===== src/cmap_pkg.sv =====
// -----------------------------------------------------------------------------
// Colormap package
// Types, constants, color tables and helper functions for the colormap pipe.
// -----------------------------------------------------------------------------
package cmap_pkg;

	localparam int SAMPLE_BITS    = 16;
	localparam int NORM_FRAC_BITS = 16;
	localparam int TW             = NORM_FRAC_BITS + 1;   // t in [0, ONE]
	localparam int NW             = NORM_FRAC_BITS + 12;  // signed channel numerator
	localparam int AW             = 10;                   // table entry, thousandths
	localparam int YW             = 15;                   // scaled value, up to 255*125
	localparam int RW             = 24;
	localparam int RSH            = 23;
	localparam int ADDR_W         = 4;
	localparam int DIV10_SH       = NORM_FRAC_BITS + 8;
	localparam int DIV10_W        = NORM_FRAC_BITS + 5;

	localparam logic [TW-1:0] T_ONE = TW'(1) << NORM_FRAC_BITS;
	localparam logic [DIV10_W-1:0] DIV10_MUL =
		DIV10_W'(((64'd1 << DIV10_SH) + 64'd9) / 64'd10);

	typedef enum logic [4:0] {
		MAP_JET      = 5'd0,
		MAP_TURBO    = 5'd1,
		MAP_VIRIDIS  = 5'd2,
		MAP_INFERNO  = 5'd3,
		MAP_HOT      = 5'd4,
		MAP_COOL     = 5'd5,
		MAP_GRAY     = 5'd6,
		MAP_GRAY_INV = 5'd7,
		MAP_SPRING   = 5'd8,
		MAP_SUMMER   = 5'd9,
		MAP_AUTUMN   = 5'd10,
		MAP_WINTER   = 5'd11,
		MAP_COPPER   = 5'd12,
		MAP_PINK     = 5'd13,
		MAP_OCEAN    = 5'd14,
		MAP_TERRAIN  = 5'd15,
		MAP_RAINBOW  = 5'd16,
		MAP_HSV      = 5'd17,
		MAP_HSV_ALT  = 5'd18
	} cmap_t;

	typedef enum logic [1:0] {
		REG_MAP_SEL   = 2'd0,
		REG_RANGE_MIN = 2'd1,
		REG_SPAN_GAIN = 2'd2
	} reg_t;

	// channel denominator = k * 2^s * ONE
	typedef enum logic [2:0] {
		DEN_1, DEN_2, DEN_4, DEN_32, DEN_5, DEN_10, DEN_400, DEN_1000
	} den_t;

	typedef logic signed [NW-1:0] num_t;

	localparam num_t N_ONE = num_t'(64'd1 << NORM_FRAC_BITS);

	typedef struct packed {
		num_t num;
		den_t den;
	} chan_t;

	typedef struct packed {
		logic          valid;
		logic [TW-1:0] t;
	} t_beat_t;

	typedef struct packed {
		logic            valid;
		chan_t [2:0]     ch;
	} shade_beat_t;

	localparam logic [AW-1:0] TURBO [3][8] = '{
		'{10'd190, 10'd70,  10'd0,    10'd490,  10'd1000, 10'd1000, 10'd840, 10'd500},
		'{10'd0,   10'd150, 10'd650,  10'd950,  10'd1000, 10'd440,  10'd0,   10'd0},
		'{10'd500, 10'd840, 10'd1000, 10'd1000, 10'd950,  10'd650,  10'd150, 10'd0}};
	localparam logic [AW-1:0] VIRIDIS [3][6] = '{
		'{10'd267, 10'd282, 10'd253, 10'd163, 10'd128, 10'd267},
		'{10'd4,   10'd141, 10'd365, 10'd659, 10'd808, 10'd992},
		'{10'd329, 10'd458, 10'd659, 10'd788, 10'd878, 10'd984}};
	localparam logic [AW-1:0] INFERNO [3][6] = '{
		'{10'd1,  10'd302, 10'd601, 10'd903, 10'd1000, 10'd988},
		'{10'd0,  10'd137, 10'd287, 10'd428, 10'd729,  10'd998},
		'{10'd13, 10'd295, 10'd573, 10'd758, 10'd964,  10'd998}};

	function automatic logic [AW-1:0] lut_entry(cmap_t m, logic [1:0] c, logic [2:0] i);
		logic [AW-1:0] e;
		e = '0;
		if (c != 2'd3) begin
			case (m)
				MAP_TURBO:   e = TURBO[c][i];
				MAP_VIRIDIS: if (i < 3'd6) e = VIRIDIS[c][i];
				MAP_INFERNO: if (i < 3'd6) e = INFERNO[c][i];
				default:     e = '0;
			endcase
		end
		return e;
	endfunction

	function automatic chan_t mk(num_t n, den_t d);
		chan_t r;
		r.num = n;
		r.den = d;
		return r;
	endfunction

	function automatic logic [2:0] den_shift(den_t d);
		logic [2:0] s;
		case (d)
			DEN_2, DEN_10: s = 3'd1;
			DEN_4:         s = 3'd2;
			DEN_32:        s = 3'd5;
			DEN_400:       s = 3'd4;
			DEN_1000:      s = 3'd3;
			default:       s = 3'd0;
		endcase
		return s;
	endfunction

	// odd factor: 0 -> 1, 1 -> 5, 2 -> 25, 3 -> 125
	function automatic logic [1:0] den_kc(den_t d);
		logic [1:0] k;
		case (d)
			DEN_5, DEN_10: k = 2'd1;
			DEN_400:       k = 2'd2;
			DEN_1000:      k = 2'd3;
			default:       k = 2'd0;
		endcase
		return k;
	endfunction

	function automatic num_t den_full(den_t d);
		num_t v;
		case (d)
			DEN_2:    v = N_ONE <<< 1;
			DEN_4:    v = N_ONE <<< 2;
			DEN_32:   v = N_ONE <<< 5;
			DEN_5:    v = N_ONE * num_t'(5);
			DEN_10:   v = N_ONE * num_t'(10);
			DEN_400:  v = N_ONE * num_t'(400);
			DEN_1000: v = N_ONE * num_t'(1000);
			default:  v = N_ONE;
		endcase
		return v;
	endfunction

	// ceil(2^RSH / k); exact floor(y/k) for y below 2^YW
	function automatic logic [RW-1:0] k_recip(logic [1:0] kc);
		logic [RW-1:0] r;
		case (kc)
			2'd1:    r = 24'd1677722;
			2'd2:    r = 24'd335545;
			2'd3:    r = 24'd67109;
			default: r = 24'd8388608;
		endcase
		return r;
	endfunction

endpackage


===== src/cmap_scale.sv =====
// -----------------------------------------------------------------------------
// Colormap channel scaler
// Clamp each fraction to [0,1] and form floor(255*num/den) (2 stages).
// -----------------------------------------------------------------------------
module cmap_scale (
	input  logic                  clk,
	input  logic                  arst_n,
	input  cmap_pkg::shade_beat_t shade_in,
	output logic                  in_ready,
	output logic                  out_valid,
	input  logic                  out_ready,
	output logic [7:0]            red,
	output logic [7:0]            green,
	output logic [7:0]            blue
);

	localparam int F  = cmap_pkg::NORM_FRAC_BITS;
	localparam int NW = cmap_pkg::NW;
	localparam int XW = NW + 8;
	localparam int YW = cmap_pkg::YW;
	localparam int RW = cmap_pkg::RW;

	logic                  valid_s6, valid_s7;
	logic                  rdy6, rdy7;
	logic [YW-1:0]         y_s6 [3];
	logic [1:0]            kc_s6 [3];
	logic [7:0]            pix_s7 [3];

	cmap_pkg::num_t        dmax [3];
	cmap_pkg::num_t        nc [3];
	logic [XW-1:0]         x [3];
	logic [XW-1:0]         xs [3];
	logic [XW-1:0]         xss [3];
	logic [YW+RW-1:0]      q [3];

	assign rdy7     = !valid_s7 || out_ready;
	assign rdy6     = !valid_s6 || rdy7;
	assign in_ready = rdy6;

	always_comb begin
		for (int c = 0; c < 3; c++) begin
			dmax[c] = cmap_pkg::den_full(shade_in.ch[c].den);
			if (shade_in.ch[c].num < 0)
				nc[c] = '0;
			else if (shade_in.ch[c].num > dmax[c])
				nc[c] = dmax[c];
			else
				nc[c] = shade_in.ch[c].num;
			// 255*n = 256*n - n, n nonnegative here
			x[c]   = (XW'(nc[c]) << 8) - XW'(nc[c]);
			xs[c]  = x[c] >> F;
			xss[c] = xs[c] >> cmap_pkg::den_shift(shade_in.ch[c].den);
		end
	end

	always_comb begin
		for (int c = 0; c < 3; c++)
			q[c] = y_s6[c] * cmap_pkg::k_recip(kc_s6[c]);
	end

	always_ff @(posedge clk or negedge arst_n) begin
		if (!arst_n) begin
			valid_s6 <= 1'b0;
			valid_s7 <= 1'b0;
		end else begin
			if (rdy6) valid_s6 <= shade_in.valid;
			if (rdy7) valid_s7 <= valid_s6;
		end
	end

	always_ff @(posedge clk) begin
		for (int c = 0; c < 3; c++) begin
			if (rdy6) begin
				y_s6[c]  <= xss[c][YW-1:0];
				kc_s6[c] <= cmap_pkg::den_kc(shade_in.ch[c].den);
			end
			if (rdy7) pix_s7[c] <= q[c][cmap_pkg::RSH+7:cmap_pkg::RSH];
		end
	end

	assign out_valid = valid_s7;
	assign red       = pix_s7[0];
	assign green     = pix_s7[1];
	assign blue      = pix_s7[2];

endmodule


===== config.mk =====
export PLATFORM = sky130hd
export DESIGN_NAME = cmap_scale
export DESIGN_NICKNAME = d
export VERILOG_FILES = /design/src/cmap_pkg.sv /design/src/cmap_scale.sv
export SDC_FILE = /design/constraint.sdc
export NUM_CORES = 2
export LEC_CHECK = 0
export BUFFER_PORTS_ARGS = -buffer_cell sky130_fd_sc_hd__buf_2
export CAP_MARGIN = 20
export CORE_MARGIN = 2
export CORE_UTILIZATION = 50
export DETAILED_ROUTE_END_ITERATION = 10
export GPL_TIMING_DRIVEN = 0
export PLACE_DENSITY = 0.75
export SETUP_SLACK_MARGIN = 0.05
export SLEW_MARGIN = 20
export SYNTH_ARGS = -nofsm -noshare
export SYNTH_HDL_FRONTEND = slang
export SYNTH_SLANG_ARGS = --single-unit
export TNS_END_PERCENT = 100

===== constraint.sdc =====
create_clock -name clk -period 9.35 [get_ports clk]
set_clock_uncertainty 0.15 [all_clocks]
set_input_delay 2.3375 -clock clk [delete_from_list [all_inputs] [get_ports clk]]
set_output_delay 2.3375 -clock clk [all_outputs]
set_load 0.03 [all_outputs]

==> impl_metrics.env <==
export IMPL_seq_area_frac_synth=0.07252
export IMPL_crit_type="input port to register"
export IMPL_grt_pass1_wl_mm=132.3
export IMPL_slew_headroom=0.3302
export IMPL_dpl_cell_count=4471
export IMPL_core_area_sq_mm=0.06297
export IMPL_drt_iter0_drc=1973
export IMPL_dieArea_sq_mm=0.06553
export IMPL_cts_sinks=77
export IMPL_hold_ws_ns=0.3349
export IMPL_synth_area_leaders="fa_1 34%, ha_1 18%, inv_1 10%"
export IMPL_setup_viol=0
export IMPL_area_growth_pct=6.625
export IMPL_synth_cell_types=91
export IMPL_worstPathMaxFanout=19
export IMPL_final_cells=4496
export IMPL_grt_usage=0.2524
export IMPL_drc_errors=0
export IMPL_r2r_cells=27
export IMPL_cts_hold_buffers=0
export IMPL_crit_arrival_ns=8.80
export IMPL_worstHoldStart="valid_s6"
export IMPL_place_hpwl_mm=69.85
export IMPL_multi_input_area_sq_mm=0.02594
export IMPL_mostFrequentLayoutCells="851 x inv_1, 543 x fa_1, 455 x ha_1, 247 x nand2_1, 185 x and2_1"
export IMPL_regArea_sq_mm=0.002302
export IMPL_grt_pass1_vias=25310
export IMPL_cts_tree="yes"
export IMPL_dp_slack_ns=-0.8642
export IMPL_cp_end_kind="register"
export IMPL_cts_buffers=9
export IMPL_post_route_util=0.5376
export IMPL_first_pass_iters=9
export IMPL_row_count=92
export IMPL_required_ns=9.33
export IMPL_worstHoldPathType="register to register"
export IMPL_ant_nets=0
export IMPL_synth_top_area_frac=0.3424
export IMPL_avgSynthCellArea_sq_um=9.063
export IMPL_finalMaxSlewViolations=0
export IMPL_overflow=0
export IMPL_ys_ff_latch=77
export IMPL_layout_nets=4730
export IMPL_postSynthCellCount=3503
export IMPL_synth_edf_count=75
export IMPL_routed_via_density=5.465
export IMPL_reg2reg_slack_ns=0.89
export IMPL_nFillCells=5725
export IMPL_die_w_microns=256.0
export IMPL_period_minus_slack_ns=8.821
export IMPL_tightest_slew_ns=0.9962
export IMPL_hold_depth=1
export IMPL_rsz0062_at_grt="false"
export IMPL_port_buffers=116
export IMPL_hold_viol_final=0
export IMPL_insertion_delay_ns=0.38
export IMPL_yosys_warnings=0
export IMPL_clk_path_buf_depth=2
export IMPL_max_freq_mhz=113.4
export IMPL_num_io_pins=123
export IMPL_drt_wl_total_mm=80.68
export IMPL_timing_rr_end="pix_s7[0][23]"
export IMPL_num_vias=24570
export IMPL_grt_max_degree=20
export IMPL_maxCapViolations=0
export IMPL_die_h_microns=256.0
export IMPL_wl_per_cell_microns=17.94
export IMPL_antenna_found_initial=20
export IMPL_final_setup_worst_slack_ns=0.5287
export IMPL_yosysTopAreaCell="fa_1"
export IMPL_clk_pin_slew_ns=0.08
export IMPL_initial_core_util=0.5042
export IMPL_status="finished clean"
export IMPL_async_flop_share=0.02597
export IMPL_hold_path_end="out_valid"
export IMPL_synth_area_sq_mm=0.03175
export IMPL_drive_gt1_frac=0.06071
export IMPL_reg2reg_from="kc_s6[0][5]"
export IMPL_root_buffer="clkbuf_16"
export IMPL_final_common_cell="inv_1"
export IMPL_ys_flop_type="edfxtp_1"
export IMPL_start_kind="input port"
export IMPL_gp_congestion=0.9966
export IMPL_h_tree_depth=3
export IMPL_finalCritPeriodShare=0.9435
==> synthesized netlist by cell type (6+ instances only) <==
master / n
nor3_1: 31
a21o_1: 67
a21oi_1: 133
and2_1: 185
a211o_1: 6
clkbuf_1: 70
a32oi_1: 6
ha_1: 455
a221oi_1: 9
buf_2: 6
nand2_1: 247
or2_2: 16
or3_1: 6
mux2_2: 13
o31ai_1: 6
o221ai_1: 10
fa_1: 543
o211ai_1: 21
o21ai_0: 76
a21boi_0: 9
nor2_1: 122
or4_1: 12
and3_1: 23
mux2i_1: 33
nand3_1: 31
mux4_2: 11
xor2_1: 35
a311oi_1: 8
xnor2_1: 72
o21a_1: 26
o2111ai_1: 8
inv_1: 851
edfxtp_1: 75
nor2b_1: 58
o22ai_1: 10
a31oi_1: 18
nand2b_1: 23
a211oi_1: 20
o21bai_1: 10
nand4_1: 21
nor4_1: 6
==> worst max-delay path by stage <==
stage | depth (start not counted) | endpoint | slack (ns) | start
after global routing | 24 | y_s6[0][14] | 0.17 | shade_in[0]
after detailed placement | 25 | y_s6[0][14] | -0.86 | shade_in[2]
after floorplan | 24 | y_s6[0][14] | 0.70 | shade_in[2]
final | 24 | y_s6[0][14] | 0.53 | shade_in[1]
after CTS | 25 | y_s6[0][29] | 0.13 | shade_in[32]
after global placement | 25 | y_s6[0][14] | -0.80 | shade_in[2]
==> routing by layer <==
metal	vias to the layer above	part of all wire	track usage	routed length, microns
met5	-	0.0015	0	117
met4	18	0.026	0.07099	2088
met2	842	0.46	0.4136	37370
met3	147	0.076	0.04031	6099
li1	11520	-	-	-
met1	12040	0.43	0.3470	35010
==> per-stage QoR <==
| stage | cell area, sq um | TNS, ns |
|---|---|---|
| after global routing | 33830 | 0 |
| after detailed placement | 33460 | -9.795 |
| after global placement | 33390 | -8.386 |
| final | 33850 | 0 |
| after floorplan | 31760 | 0 |
| after CTS | 33770 | 0 |
==> critical path, stage by stage <==
cell and delay, ns:
buf_2 0.19, buf_1 0.50, xor2_1 0.19, nand2_1 0.09, ha_1 0.34, nor4bb_1 0.26
nand4b_1 0.20, nor4_4 0.38, a21o_1 0.20, buf_6 0.18, buf_2 0.39, clkbuf_1 0.38
nand2_1 0.15, ha_1 0.37, o211ai_1 0.11, a21o_1 0.20, and2_1 0.17, mux2_2 0.27
a211o_1 0.39, a221oi_4 0.48, nor2_1 0.16, o211ai_2 0.32, inv_1 0.06, mux4_2 0.44
==> state kept, by name, indices dropped and copies added (netlist names) <==
| name | cells |
|---|---|
| kc_s6 | 6 |
| out_valid | 1 |
| pix_s7 | 24 |
| valid_s6 | 1 |
| y_s6 | 45 |
==> area by class of cell <==
type | instances | share of cell area
Tap cell | 846 | 0.03127
Timing Repair Buffer | 122 | 0.01940
Antenna cell | 10 | 0.0007392
Clock inverter | 7 | 0.002735
Inverter | 857 | 0.09514
Multi-Input combinational cell | 2488 | 0.7663
Sequential cell | 77 | 0.06801
Buffer | 80 | 0.009721
Clock buffer | 9 | 0.006653
==> what timing repair did <==
item,in CTS,in global routing
buffers inserted,0,2
pin swaps,0,1
setup endpoints to repair,15,18
gates cloned,0,0
gates resized for setup,2,16
==> kinds of logic after synthesis <==
| logic type | count (synthesis) | synth area share |
|---|---|---|
| other | 1 | 0.0001181 |
| AOI/OAI and AO/OA | 512 | 0.1099 |
| muxes | 58 | 0.02329 |
| xor gates and xnor gates | 107 | 0.02952 |
| adders and majority gates | 1001 | 0.5227 |
| buffers and inverters | 940 | 0.1118 |
| and+or+nand+nor | 807 | 0.1302 |
| DFF | 77 | 0.07252 |
Power is not shown: default switching activity piles up to over one toggle a cycle in this logic, so the estimate is an artifact.
