**src/cmap_pkg.sv**
```systemverilog
// -----------------------------------------------------------------------------
// Colormap package
// Types, constants, color tables and helper functions for the colormap pipe.
// -----------------------------------------------------------------------------
package cmap_pkg;

	localparam int SAMPLE_BITS    = 16;
	localparam int NORM_FRAC_BITS = 16;
	localparam int TW             = NORM_FRAC_BITS + 1;   // t in [0, ONE]
	localparam int NW             = NORM_FRAC_BITS + 12;  // signed channel numerator
	localparam int AW             = 10;                   // table entry, thousandths
	localparam int YW             = 15;                   // scaled value, up to 255*125
	localparam int RW             = 24;
	localparam int RSH            = 23;
	localparam int ADDR_W         = 4;
	localparam int DIV10_SH       = NORM_FRAC_BITS + 8;
	localparam int DIV10_W        = NORM_FRAC_BITS + 5;

	localparam logic [TW-1:0] T_ONE = TW'(1) << NORM_FRAC_BITS;
	localparam logic [DIV10_W-1:0] DIV10_MUL =
		DIV10_W'(((64'd1 << DIV10_SH) + 64'd9) / 64'd10);

	typedef enum logic [4:0] {
		MAP_JET      = 5'd0,
		MAP_TURBO    = 5'd1,
		MAP_VIRIDIS  = 5'd2,
		MAP_INFERNO  = 5'd3,
		MAP_HOT      = 5'd4,
		MAP_COOL     = 5'd5,
		MAP_GRAY     = 5'd6,
		MAP_GRAY_INV = 5'd7,
		MAP_SPRING   = 5'd8,
		MAP_SUMMER   = 5'd9,
		MAP_AUTUMN   = 5'd10,
		MAP_WINTER   = 5'd11,
		MAP_COPPER   = 5'd12,
		MAP_PINK     = 5'd13,
		MAP_OCEAN    = 5'd14,
		MAP_TERRAIN  = 5'd15,
		MAP_RAINBOW  = 5'd16,
		MAP_HSV      = 5'd17,
		MAP_HSV_ALT  = 5'd18
	} cmap_t;

	typedef enum logic [1:0] {
		REG_MAP_SEL   = 2'd0,
		REG_RANGE_MIN = 2'd1,
		REG_SPAN_GAIN = 2'd2
	} reg_t;

	// channel denominator = k * 2^s * ONE
	typedef enum logic [2:0] {
		DEN_1, DEN_2, DEN_4, DEN_32, DEN_5, DEN_10, DEN_400, DEN_1000
	} den_t;

	typedef logic signed [NW-1:0] num_t;

	localparam num_t N_ONE = num_t'(64'd1 << NORM_FRAC_BITS);

	typedef struct packed {
		num_t num;
		den_t den;
	} chan_t;

	typedef struct packed {
		logic          valid;
		logic [TW-1:0] t;
	} t_beat_t;

	typedef struct packed {
		logic            valid;
		chan_t [2:0]     ch;
	} shade_beat_t;

	localparam logic [AW-1:0] TURBO [3][8] = '{
		'{10'd190, 10'd70,  10'd0,    10'd490,  10'd1000, 10'd1000, 10'd840, 10'd500},
		'{10'd0,   10'd150, 10'd650,  10'd950,  10'd1000, 10'd440,  10'd0,   10'd0},
		'{10'd500, 10'd840, 10'd1000, 10'd1000, 10'd950,  10'd650,  10'd150, 10'd0}};
	localparam logic [AW-1:0] VIRIDIS [3][6] = '{
		'{10'd267, 10'd282, 10'd253, 10'd163, 10'd128, 10'd267},
		'{10'd4,   10'd141, 10'd365, 10'd659, 10'd808, 10'd992},
		'{10'd329, 10'd458, 10'd659, 10'd788, 10'd878, 10'd984}};
	localparam logic [AW-1:0] INFERNO [3][6] = '{
		'{10'd1,  10'd302, 10'd601, 10'd903, 10'd1000, 10'd988},
		'{10'd0,  10'd137, 10'd287, 10'd428, 10'd729,  10'd998},
		'{10'd13, 10'd295, 10'd573, 10'd758, 10'd964,  10'd998}};

	function automatic logic [AW-1:0] lut_entry(cmap_t m, logic [1:0] c, logic [2:0] i);
		logic [AW-1:0] e;
		e = '0;
		if (c != 2'd3) begin
			case (m)
				MAP_TURBO:   e = TURBO[c][i];
				MAP_VIRIDIS: if (i < 3'd6) e = VIRIDIS[c][i];
				MAP_INFERNO: if (i < 3'd6) e = INFERNO[c][i];
				default:     e = '0;
			endcase
		end
		return e;
	endfunction

	function automatic chan_t mk(num_t n, den_t d);
		chan_t r;
		r.num = n;
		r.den = d;
		return r;
	endfunction

	function automatic logic [2:0] den_shift(den_t d);
		logic [2:0] s;
		case (d)
			DEN_2, DEN_10: s = 3'd1;
			DEN_4:         s = 3'd2;
			DEN_32:        s = 3'd5;
			DEN_400:       s = 3'd4;
			DEN_1000:      s = 3'd3;
			default:       s = 3'd0;
		endcase
		return s;
	endfunction

	// odd factor: 0 -> 1, 1 -> 5, 2 -> 25, 3 -> 125
	function automatic logic [1:0] den_kc(den_t d);
		logic [1:0] k;
		case (d)
			DEN_5, DEN_10: k = 2'd1;
			DEN_400:       k = 2'd2;
			DEN_1000:      k = 2'd3;
			default:       k = 2'd0;
		endcase
		return k;
	endfunction

	function automatic num_t den_full(den_t d);
		num_t v;
		case (d)
			DEN_2:    v = N_ONE <<< 1;
			DEN_4:    v = N_ONE <<< 2;
			DEN_32:   v = N_ONE <<< 5;
			DEN_5:    v = N_ONE * num_t'(5);
			DEN_10:   v = N_ONE * num_t'(10);
			DEN_400:  v = N_ONE * num_t'(400);
			DEN_1000: v = N_ONE * num_t'(1000);
			default:  v = N_ONE;
		endcase
		return v;
	endfunction

	// ceil(2^RSH / k); exact floor(y/k) for y below 2^YW
	function automatic logic [RW-1:0] k_recip(logic [1:0] kc);
		logic [RW-1:0] r;
		case (kc)
			2'd1:    r = 24'd1677722;
			2'd2:    r = 24'd335545;
			2'd3:    r = 24'd67109;
			default: r = 24'd8388608;
		endcase
		return r;
	endfunction

endpackage

```
**src/cmap_norm.sv**
```systemverilog
// -----------------------------------------------------------------------------
// Colormap normalizer
// Offset, gain multiply and saturation of the sample to t in Q1.F (3 stages).
// -----------------------------------------------------------------------------
module cmap_norm #(
	parameter int SAMPLE_BITS = cmap_pkg::SAMPLE_BITS
) (
	input  logic                     clk,
	input  logic                     arst_n,
	input  logic                     in_valid,
	output logic                     in_ready,
	input  logic [SAMPLE_BITS-1:0]   sample,
	input  logic [SAMPLE_BITS-1:0]   range_min,
	input  logic [31:0]              span_gain,
	output cmap_pkg::t_beat_t        t_out,
	input  logic                     out_ready
);

	localparam int F   = cmap_pkg::NORM_FRAC_BITS;
	localparam int TW  = cmap_pkg::TW;
	localparam int PW  = SAMPLE_BITS + 32;
	localparam int TTW = SAMPLE_BITS + F;

	logic                   valid_s1, valid_s2, valid_s3;
	logic                   rdy1, rdy2, rdy3;
	logic [SAMPLE_BITS-1:0] d_s1;
	logic [PW-1:0]          prod_s2;
	logic [TW-1:0]          t_s3;
	logic [TTW-1:0]         tt;
	logic [TW-1:0]          t_sat;

	assign rdy3     = !valid_s3 || out_ready;
	assign rdy2     = !valid_s2 || rdy3;
	assign rdy1     = !valid_s1 || rdy2;
	assign in_ready = rdy1;

	assign tt    = prod_s2[PW-1:32-F];
	assign t_sat = (tt > TTW'(cmap_pkg::T_ONE)) ? cmap_pkg::T_ONE : tt[TW-1:0];

	always_ff @(posedge clk or negedge arst_n) begin
		if (!arst_n) begin
			valid_s1 <= 1'b0;
			valid_s2 <= 1'b0;
			valid_s3 <= 1'b0;
		end else begin
			if (rdy1) valid_s1 <= in_valid;
			if (rdy2) valid_s2 <= valid_s1;
			if (rdy3) valid_s3 <= valid_s2;
		end
	end

	always_ff @(posedge clk) begin
		if (rdy1) d_s1 <= (sample > range_min) ? sample - range_min : '0;
		if (rdy2) prod_s2 <= d_s1 * span_gain;
		if (rdy3) t_s3 <= t_sat;
	end

	assign t_out.valid = valid_s3;
	assign t_out.t     = t_s3;

endmodule

```
**config.mk**
```make
export PLATFORM = sky130hd
export DESIGN_NAME = cmap_norm
export DESIGN_NICKNAME = d
export VERILOG_FILES = /design/src/cmap_pkg.sv /design/src/cmap_norm.sv
export SDC_FILE = /design/constraint.sdc
export NUM_CORES = 1
export LEC_CHECK = 0
export ABC_AREA = 1
export BUFFER_PORTS_ARGS = -buffer_cell sky130_fd_sc_hd__buf_2
export CAP_MARGIN = 5
export CORE_AREA = 2 2 229 231
export CTS_CLUSTER_DIAMETER = 60
export DETAILED_ROUTE_END_ITERATION = 12
export DIE_AREA = 0 0 231 233
export SETUP_SLACK_MARGIN = 0.05
export SYNTH_ARGS = -nofsm -noshare
export SYNTH_HDL_FRONTEND = slang
export SYNTH_SLANG_ARGS = --single-unit
```
**constraint.sdc**
```tcl
create_clock -name clk -period 10.4 [get_ports clk]
set_clock_uncertainty 0.1 [all_clocks]
set_input_delay 2.08 -clock clk [delete_from_list [all_inputs] [get_ports clk]]
set_output_delay 2.08 -clock clk [all_outputs]
set_load 0.05 [all_outputs]
```
==> flow_metrics.env, run 1 <==
export IMPL_grt_pass1_vias=17758
export IMPL_core_area_sq_mm=0.0511
export IMPL_num_nets_final=3262
export IMPL_hold_buffers=0
export IMPL_vias_per_cell=4.86
export IMPL_hold_viol_final=0
export IMPL_drc=0
export IMPL_cts_root_buf="clkbuf_16"
export IMPL_grt_pass1_wl_um=93400
export IMPL_cts_tree="yes"
export IMPL_antenna_cells=0
export IMPL_maxCapViolCount=0
export IMPL_drt_wl_total_um=55900
export IMPL_utilization_pct=42.2
export IMPL_worst_path_dominant_cell_family="adder cells"
export IMPL_layout_cells_non_filler=3328
export IMPL_hold_slack_ns=0.356
export IMPL_rows=83
export IMPL_clock_path_buffers=2
export IMPL_syn2layout_area_growth_pct=6.32
export IMPL_die_y_um=233
export IMPL_required_ns=10.41
export IMPL_ys_types=38
export IMPL_max_freq_ghz=0.132
export IMPL_placed_cells=3312
export IMPL_reg2regPathDepth=21
export IMPL_cts_repair_resize_count=0
export IMPL_min_delay_path_depth=2
export IMPL_tns_ns=0
export IMPL_r2r_start="d_s1[12]"
export IMPL_dieArea_sq_mm=0.0538
export IMPL_critical_path_depth=23
export IMPL_setup_viol_count_final=0
export IMPL_endpoint_kind="flop"
export IMPL_cpPeakStageDelay_ns=0.56
export IMPL_startpoint="span_gain[29]"
export IMPL_antenna_found_initial=0
export IMPL_start_kind="primary input"
export IMPL_worst_slew_pin_slew_ns=1.00
export IMPL_synth_seq_cells=68
export IMPL_wire_per_inst_um=16.8
export IMPL_fillers=5332
export IMPL_insertion_delay_ns=0.36
export IMPL_slowest_stage="fa_1"
export IMPL_hold_start="valid_s2"
export IMPL_synthDominantCellAreaShare_pct=41.3
export IMPL_path_buf_inv=8
export IMPL_cts_max_level=3
export IMPL_clock_sinks=68
export IMPL_finalCriticalPeriod_ns=7.57
export IMPL_place_congestion=0.895
export IMPL_postCtsSetupRepairBufs=0
export IMPL_drive_above_1_share_pct=6.12
export IMPL_cts_buffers_inserted=9
export IMPL_avgSynthCellArea_sq_um=7.67
export IMPL_io_buffer_count=86
export IMPL_start_util_pct=39.7
export IMPL_status="completed"
export IMPL_hpwl_um=46100
export IMPL_seq_area_sq_mm=0.00203
export IMPL_grt_overflow_total=0
export IMPL_min_period_over_period_pct=72.8
export IMPL_hold_class="reg -> reg"
export IMPL_synthCells=2642
export IMPL_synth_seq_area_share_pct=10.0
export IMPL_worst_setup_path_type="in -> reg"
export IMPL_grt_max_degree=33
export IMPL_multi_input_area_sq_mm=0.0149
export IMPL_drv_slew=0
export IMPL_crit_chain="buf_2 > nand2_1 > fa_1 > inv_1 > fa_1 > inv_1 > fa_1 > inv_1 > fa_1 > fa_1 > inv_1 > fa_1 > inv_1 > ha_1 > nand2_1 > nor2_1 > inv_2 > nor2_1 > inv_1 > nor3_1 > nand3_1 > nand4_1 > nand2_1"
export IMPL_vias=16182
export IMPL_syn_num_nets=3261
export IMPL_boundaryPins=87
export IMPL_grt_usage_pct=22.2
export IMPL_ys_warn_count=0
export IMPL_arrival_ns=7.59
export IMPL_syn_area_sq_mm=0.0203
export IMPL_die_x_um=231
export IMPL_crit_fanout=16
export IMPL_synth_area_top_cells="fa_1 (41%), inv_1 (14%), nand2_1 (13%)"
export IMPL_synth_area_leader_cell="fa_1"
export IMPL_slew_headroom_pct=33.1
export IMPL_clkSlewWorstSetupHoldPaths_ns=0.06
export IMPL_rsz0062_at_grt="no"
export IMPL_drt_first_iter_violations=947
export IMPL_firstDrtPassIters=5
export IMPL_final_antenna_net_count=0
worst reg2reg max path, stage by stage, from the launching register on:
cell and delay (ns):
edfxtp_1 0.79, buf_4 0.46, nand2_1 0.13, fa_1 0.52, inv_1 0.06, fa_1 0.55, fa_1 0.44, fa_1 0.46
fa_1 0.50, inv_1 0.05, fa_1 0.56, inv_1 0.06, ha_1 0.34, nand2_1 0.13, nor2_1 0.19, inv_1 0.07
nor2_1 0.12, inv_1 0.11, nor3_1 0.27, nand3_1 0.23, nand4_1 0.13, nand2_1 0.05
state kept, by name, summed over array words and instances, names as in the netlist:
signal / count
prod_s2: 32
valid_s3: 1
d_s1: 16
t_s3: 17
valid_s1: 1
valid_s2: 1
cell type report:
class	instances	area share, %
multi-input cells	1682	69.0
inverters	779	13.6
flip-flops and latches	68	9.41
well taps	680	3.95
repair buffers	103	2.59
clock buffers	9	1.05
clock inverters	7	0.383
cell families after synthesis:
| logic type | Yosys count | share of synthesized area, % |
|---|---|---|
| compound gates | 154 | 4.26 |
| xor+xnor | 24 | 1.04 |
| fa+ha+maj | 551 | 49.5 |
| buf+inv | 892 | 16.6 |
| flops | 68 | 10.0 |
| simple gates | 953 | 18.6 |
synthesized netlist by cell type:
library cell	n
inv_1	764
o21bai_1	8
a211oi_1	1
nand2_1	716
a21o_1	2
nor2_1	143
a21oi_1	78
buf_4	1
xnor2_1	9
o21a_1	7
nand3_1	42
nand4_1	15
o21ai_0	31
nor4_1	4
xor2_1	15
o21bai_2	1
or2_2	6
inv_2	15
o221ai_1	1
edfxtp_1	65
nand2_2	11
o21ai_1	11
clkbuf_1	110
a21oi_2	4
nand3_2	1
fa_1	418
dfrtp_1	3
nor2_4	1
buf_6	1
a31oi_1	4
o22ai_1	1
and2_1	1
a21boi_0	3
o21ai_2	2
buf_2	1
nor3_1	11
nor4_2	2
ha_1	133
stage by stage:
stage               instance area, sq um  setup slack (ns)
finish                             21500              2.83
global route                       21500              2.59
CTS                                21500              2.87
global placement                   21200              2.47
detailed placement                 21200              2.50
floorplan                          20300              3.01
path summary, 6_finish.rpt:
path	end	slack, ns
hold / removal	valid_s3	0.36
min in group asynchronous	valid_s1	1.41
hold reg to reg	valid_s3	0.36
max in group asynchronous	valid_s3	8.69
setup / recovery	prod_s2[43]	2.83
setup reg to reg	prod_s2[43]	3.84
cells in the final DEF, fill, tap and decap left out, drive strengths merged, types with 11 or more instances in the layout:
cell / n
nor3: 11
ha: 133
nand3: 43
a21oi: 82
buf: 103
o21ai: 44
nor2: 144
fa: 418
edfxtp: 65
nand2: 727
xor2: 15
nand4: 15
inv: 783
layer usage:
layer  vias up  part of all wire, %  track usage (%)
li1       7521                    -                -
met1      8062                   43             28.7
met2       485                   49             38.8
met3       114                  4.3             1.68
met4         0                  3.7             8.43
met5         -                    0                0
Power of run 1 is left out: the tool's default activity adds up to more than one toggle a clock period on the data nets, which glitch-free logic cannot reach.
==> run 2: changes to the inputs <==
- clock period: 10.4 -> 6.3 ns (I/O delays scaled with it)
==> run 2 against run 1 <==
Net effect:
- sequential cell count is the same
- hold slack lost 0.014 ns
- largest cell class unchanged
- critical path depth shrank 2
- register-to-register slack lost 3.6 ns
- count of clock-buffer cells in the layout is the same
- wire length shrank 1.2%
==> flow_metrics.env, run 2 (synthesis results as in run 1) <==
export IMPL_rsz0062_at_grt="yes"
export IMPL_rows=83
export IMPL_worst_slack_ns=0.120
export IMPL_boundaryPins=87
export IMPL_cts_max_level=3
export IMPL_die_y_um=233
export IMPL_slowest_stage="fa_1"
export IMPL_finalCriticalPeriod_ns=6.18
export IMPL_drv_slew=0
export IMPL_grt_max_degree=33
export IMPL_place_ws_ns=-0.475
export IMPL_endpoint_kind="flop"
export IMPL_hpwl_um=46800
export IMPL_wire_per_inst_um=15.7
export IMPL_syn2layout_area_growth_pct=21.0
export IMPL_reg2regPathDepth=23
export IMPL_drive_above_1_share_pct=20.5
export IMPL_start_kind="primary input"
export IMPL_required_ns=6.31
export IMPL_crit_fanout=13
export IMPL_final_cell_mix="inv_1 (734), nand2_1 (673), fa_1 (404)"
export IMPL_largest_reg_flops=32
export IMPL_grt_overflow_total=0
export IMPL_tns_ns=0
export IMPL_min_delay_path_depth=2
export IMPL_regMostFlops="prod_s2"
export IMPL_arrival_ns=6.18
export IMPL_cts_tree="yes"
export IMPL_whs_endpoint="valid_s3"
export IMPL_critical_path_depth=21
export IMPL_hold_buffers=0
export IMPL_final_antenna_net_count=0
export IMPL_worst_slew_pin_slew_ns=1.08
export IMPL_grt_usage_pct=21.4
export IMPL_hold_viol_final=0
export IMPL_cts_buffers_inserted=9
export IMPL_firstDrtPassIters=6
export IMPL_grt_pass1_wl_um=91200
export IMPL_antenna_found_initial=1
export IMPL_vias=16745
export IMPL_crit_chain="buf_6 > buf_4 > nand2_1 > fa_1 > inv_1 > fa_1 > fa_1 > fa_1 > fa_1 > fa_1 > ha_4 > a21oi_1 > o21ai_1 > a21oi_1 > nand2_2 > nand2_1 > nand2_2 > nand2_2 > nand2_1 > nand2_1 > nand2_1"
export IMPL_drc=0
export IMPL_worst_setup_path_type="in -> reg"
export IMPL_setup_viol_count_final=0
export IMPL_r2r_end="prod_s2[40]"
export IMPL_vias_per_cell=4.77
export IMPL_ff2ff_setup_slack_ns=0.21
export IMPL_max_freq_ghz=0.162
export IMPL_status="completed"
export IMPL_clock_sinks=68
export IMPL_maxCapViolCount=0
export IMPL_worst_path_dominant_cell_family="adder cells"
export IMPL_min_period_over_period_pct=98.1
export IMPL_die_x_um=231
export IMPL_fillers=5059
export IMPL_reg_largest_list="prod_s2: 32 flops, t_s3: 17 flops, d_s1: 16 flops"
export IMPL_num_nets_final=3448
export IMPL_cts_root_buf="clkbuf_16"
export IMPL_drt_wl_total_um=55200
export IMPL_dieArea_sq_mm=0.0538
export IMPL_cpPeakStageDelay_ns=0.59
export IMPL_io_buffer_count=86
export IMPL_hold_start="valid_s2"
export IMPL_slew_headroom_pct=27.7
export IMPL_grt_pass1_vias=18024
export IMPL_antenna_cells=0
export IMPL_insertion_delay_ns=0.36
export IMPL_drt_first_iter_violations=957
export IMPL_start_util_pct=39.7
export IMPL_place_congestion=0.916
export IMPL_clock_path_buffers=2
export IMPL_path_buf_inv=3
export IMPL_core_area_sq_mm=0.0511
export IMPL_r2r_start="d_s1[12]"
export IMPL_final_common_cell="inv_1"
export IMPL_hold_class="reg -> reg"
export IMPL_clkSlewWorstSetupHoldPaths_ns=0.07
export IMPL_worst_path_most_repeated_cell="fa_1"
-- run 2: changes by cell type in the layout (fill, tap and decap cells not counted), sizes merged --
cell / before / now
buf: 103 / 280
clkbuf: 9 / 18
-- run 2: layer usage --
layer,global-route usage (%),up-vias,routed length (um)
met5,0,-,12
met4,7.20,2,1530
met3,1.35,99,2100
met2,37.9,412,27900
met1,27.9,8343,23700
li1,-,7889,-
-- run 2: area by class of cell --
cell class | count | area [sq um] | share of cell area [%]
well taps | 680 | 851 | 3.47
clock inverters | 7 | 80.1 | 0.327
multi-input cells | 1682 | 16000 | 65.4
clock buffers | 9 | 225 | 0.919
inverters | 779 | 2930 | 11.9
flip-flops and latches | 68 | 2030 | 8.27
repair buffers | 289 | 2380 | 9.72
-- run 2: how the worst max path moves through the flow --
stage                  end     startpoint
3_3_place_gp   prod_s2[41]   span_gain[9]
6_report       prod_s2[40]   span_gain[8]
4_1_cts        prod_s2[46]  span_gain[21]
3_5_place_dp   prod_s2[46]  span_gain[17]
5_1_grt        prod_s2[44]  span_gain[18]
2_1_floorplan  prod_s2[21]  span_gain[17]
-- run 2: repair_timing --
action | CTS | global route
resized for setup | 48 | 322
buffers inserted | 1 | 16
endpoints found under the setup margin | 26 | 31
pin swaps | 7 | 120
gates cloned | 0 | 2
-- run 2: tightest hold or removal path, stage by stage, from the launching register on --
cell	delay, ns
dfrtp_1	0.32
inv_1	0.04
nand2_1	0.06
-- run 2: per-stage QoR --
step	cells	instance area, sq um	hold slack [ns]	util [%]
after floorplan	2642	20500	0.323	-
after global placement	3479	22700	0.340	44.4
after detailed placement	3479	22700	0.346	44.4
after CTS	3496	23200	0.352	45.4
after global routing	3514	24500	0.362	48.0
final	3514	24500	0.342	48.0
Power of run 2 is left out for the same reason.
==> run 3: changes to the inputs <==
- CORE_AREA: 2 2 229 231 -> 2 2 272 194
- DIE_AREA: 0 0 231 233 -> 0 0 274 196
- REMOVE_ABC_BUFFERS: unset -> 1
==> run 3 against run 2 <==
Net effect:
- sequential share of layout area fell by 0.067 points
- fmax fell by 0.27%
- die area fell by 0.22%
- utilization rose by 0.18 points
- hold slack improved by 0.017 ns
- final cell count barely moved
- via count rose by 1.1%
- sequential cell count did not move
- design area rose by 0.82%
- non-clock buffer count fell by 6
- register-to-register slack improved by 0.26 ns
- critical path type unchanged
- critical endpoint is now prod_s2[28]
- largest cell class unchanged
==> flow_metrics.env, run 3 (synthesis results as in run 1) <==
export IMPL_finalCriticalPeriod_ns=6.20
export IMPL_largest_reg_flops=32
export IMPL_num_nets_final=3442
export IMPL_dieArea_sq_mm=0.0537
export IMPL_worst_setup_path_type="in -> reg"
export IMPL_drt_wl_total_um=57800
export IMPL_syn2layout_area_growth_pct=22.0
export IMPL_hold_class="reg -> reg"
export IMPL_die_x_um=274
export IMPL_slew_headroom_pct=14.0
export IMPL_vias=16934
export IMPL_rows=70
export IMPL_fillers=5004
export IMPL_hold_viol_final=0
export IMPL_worst_slew_pin_slew_ns=1.29
export IMPL_grt_max_degree=33
export IMPL_clkSlewWorstSetupHoldPaths_ns=0.06
export IMPL_firstDrtPassIters=6
export IMPL_drive_above_1_share_pct=21.5
export IMPL_arrival_ns=6.17
export IMPL_clock_sinks=68
export IMPL_grt_pass1_wl_um=94000
export IMPL_grt_overflow_total=0
export IMPL_required_ns=6.28
export IMPL_rsz0062_at_grt="yes"
export IMPL_insertion_delay_ns=0.34
export IMPL_grt_pass1_vias=17886
export IMPL_cts_tree="yes"
export IMPL_cts_buffers_inserted=9
export IMPL_max_freq_ghz=0.161
export IMPL_crit_fanout=6
export IMPL_start_util_pct=39.5
export IMPL_antenna_found_initial=2
export IMPL_drc=0
export IMPL_hold_buffers=0
export IMPL_final_antenna_net_count=0
export IMPL_start_kind="primary input"
export IMPL_maxCapViolCount=0
export IMPL_drt_first_iter_violations=1324
export IMPL_tns_ns=0
export IMPL_grt_usage_pct=22.1
export IMPL_core_area_sq_mm=0.0513
export IMPL_final_common_cell="inv_1"
export IMPL_vias_per_cell=4.82
export IMPL_status="completed"
export IMPL_die_y_um=196
export IMPL_cts_max_level=3
export IMPL_io_buffer_count=86
export IMPL_setup_viol_count_final=0
export IMPL_regMostFlops="prod_s2"
export IMPL_place_congestion=0.937
export IMPL_endpoint_kind="flop"
export IMPL_hold_slack_ns=0.359
export IMPL_final_cell_mix="inv_1 (728), nand2_1 (662), fa_1 (404)"
export IMPL_cts_root_buf="clkbuf_16"
export IMPL_drv_slew=0
export IMPL_clock_path_buffers=2
export IMPL_wire_per_inst_um=16.4
export IMPL_boundaryPins=87
export IMPL_reg_largest_list="prod_s2: 32 flops, t_s3: 17 flops, d_s1: 16 flops"
export IMPL_hpwl_um=47100
export IMPL_min_period_over_period_pct=98.4
export IMPL_antenna_cells=0
## run 3: cell count changes in the layout (fill, tap and decap cells not counted), moves of 7 or more
cell,delta
buf_4,-11
nand2_4,+7
a21oi_1,-8
o21ai_2,+10
nand2_1,-11
buf_12,+7
buf_6,+7
## run 3: area by class of cell
cell class,count,area [sq um],share of cell area [%]
clock buffer,9,225,0.911
timing repair buffer,283,2450,9.92
clock inverter,7,83.8,0.339
inverter,779,2930,11.9
multi-input combinational,1682,16100,65.3
sequential,68,2030,8.20
tap,684,856,3.46
## run 3: critical path: stages
cell	delay [ns]
buf_12	0.12
buf_12	0.13
buf_4	0.15
nand2_1	0.06
inv_1	0.06
fa_1	0.57
fa_1	0.43
fa_1	0.54
fa_2	0.45
fa_1	0.48
inv_1	0.05
fa_1	0.47
inv_1	0.06
ha_4	0.23
a21oi_2	0.18
buf_4	0.13
o21ai_1	0.10
nand2_1	0.09
nand2_1	0.12
nor2_1	0.17
nand2_2	0.12
xor2_2	0.20
## run 3: final timing paths
path	startpoint	to	slack, ns	cells past startpoint
max	span_gain[8]	prod_s2[28]	0.10	22
min	valid_s2	valid_s3	0.36	2
max reg2reg	d_s1[13]	prod_s2[21]	0.47	21
min reg2reg	valid_s2	valid_s3	0.36	2
max in group asynchronous	arst_n	valid_s2	5.38	1
min in group asynchronous	arst_n	valid_s3	0.61	1
## run 3: timing repair
| action | 4_1_cts | 5_1_grt |
|---|---|---|
| gates resized for setup | 86 | 362 |
| setup endpoints to repair | 31 | 32 |
| gates cloned | 0 | 2 |
| pin swaps | 11 | 121 |
| setup buffers | 0 | 15 |
## run 3: stage by stage
stage | cell area, sq um | setup slack, ns | std cells | util, %
2_1_floorplan | 19800 | 0.244 | 2529 | -
3_3_place_gp | 22700 | -0.600 | 3479 | 44.2
3_5_place_dp | 22700 | -0.633 | 3479 | 44.2
4_1_cts | 23300 | 0.0427 | 3495 | 45.4
5_1_grt | 24700 | -0.0703 | 3512 | 48.2
6_report | 24700 | 0.103 | 3512 | 48.2
## run 3: layer usage
| metal | vias up | wire, um | track usage [%] |
|---|---|---|---|
| met4 | 0 | 956 | 3.46 |
| met1 | 8406 | 26700 | 33.2 |
| met3 | 67 | 3940 | 2.15 |
| li1 | 7891 | - | - |
| met2 | 570 | 26200 | 35.3 |
| met5 | - | 0 | 0 |
Power of run 3 is left out for the same reason.
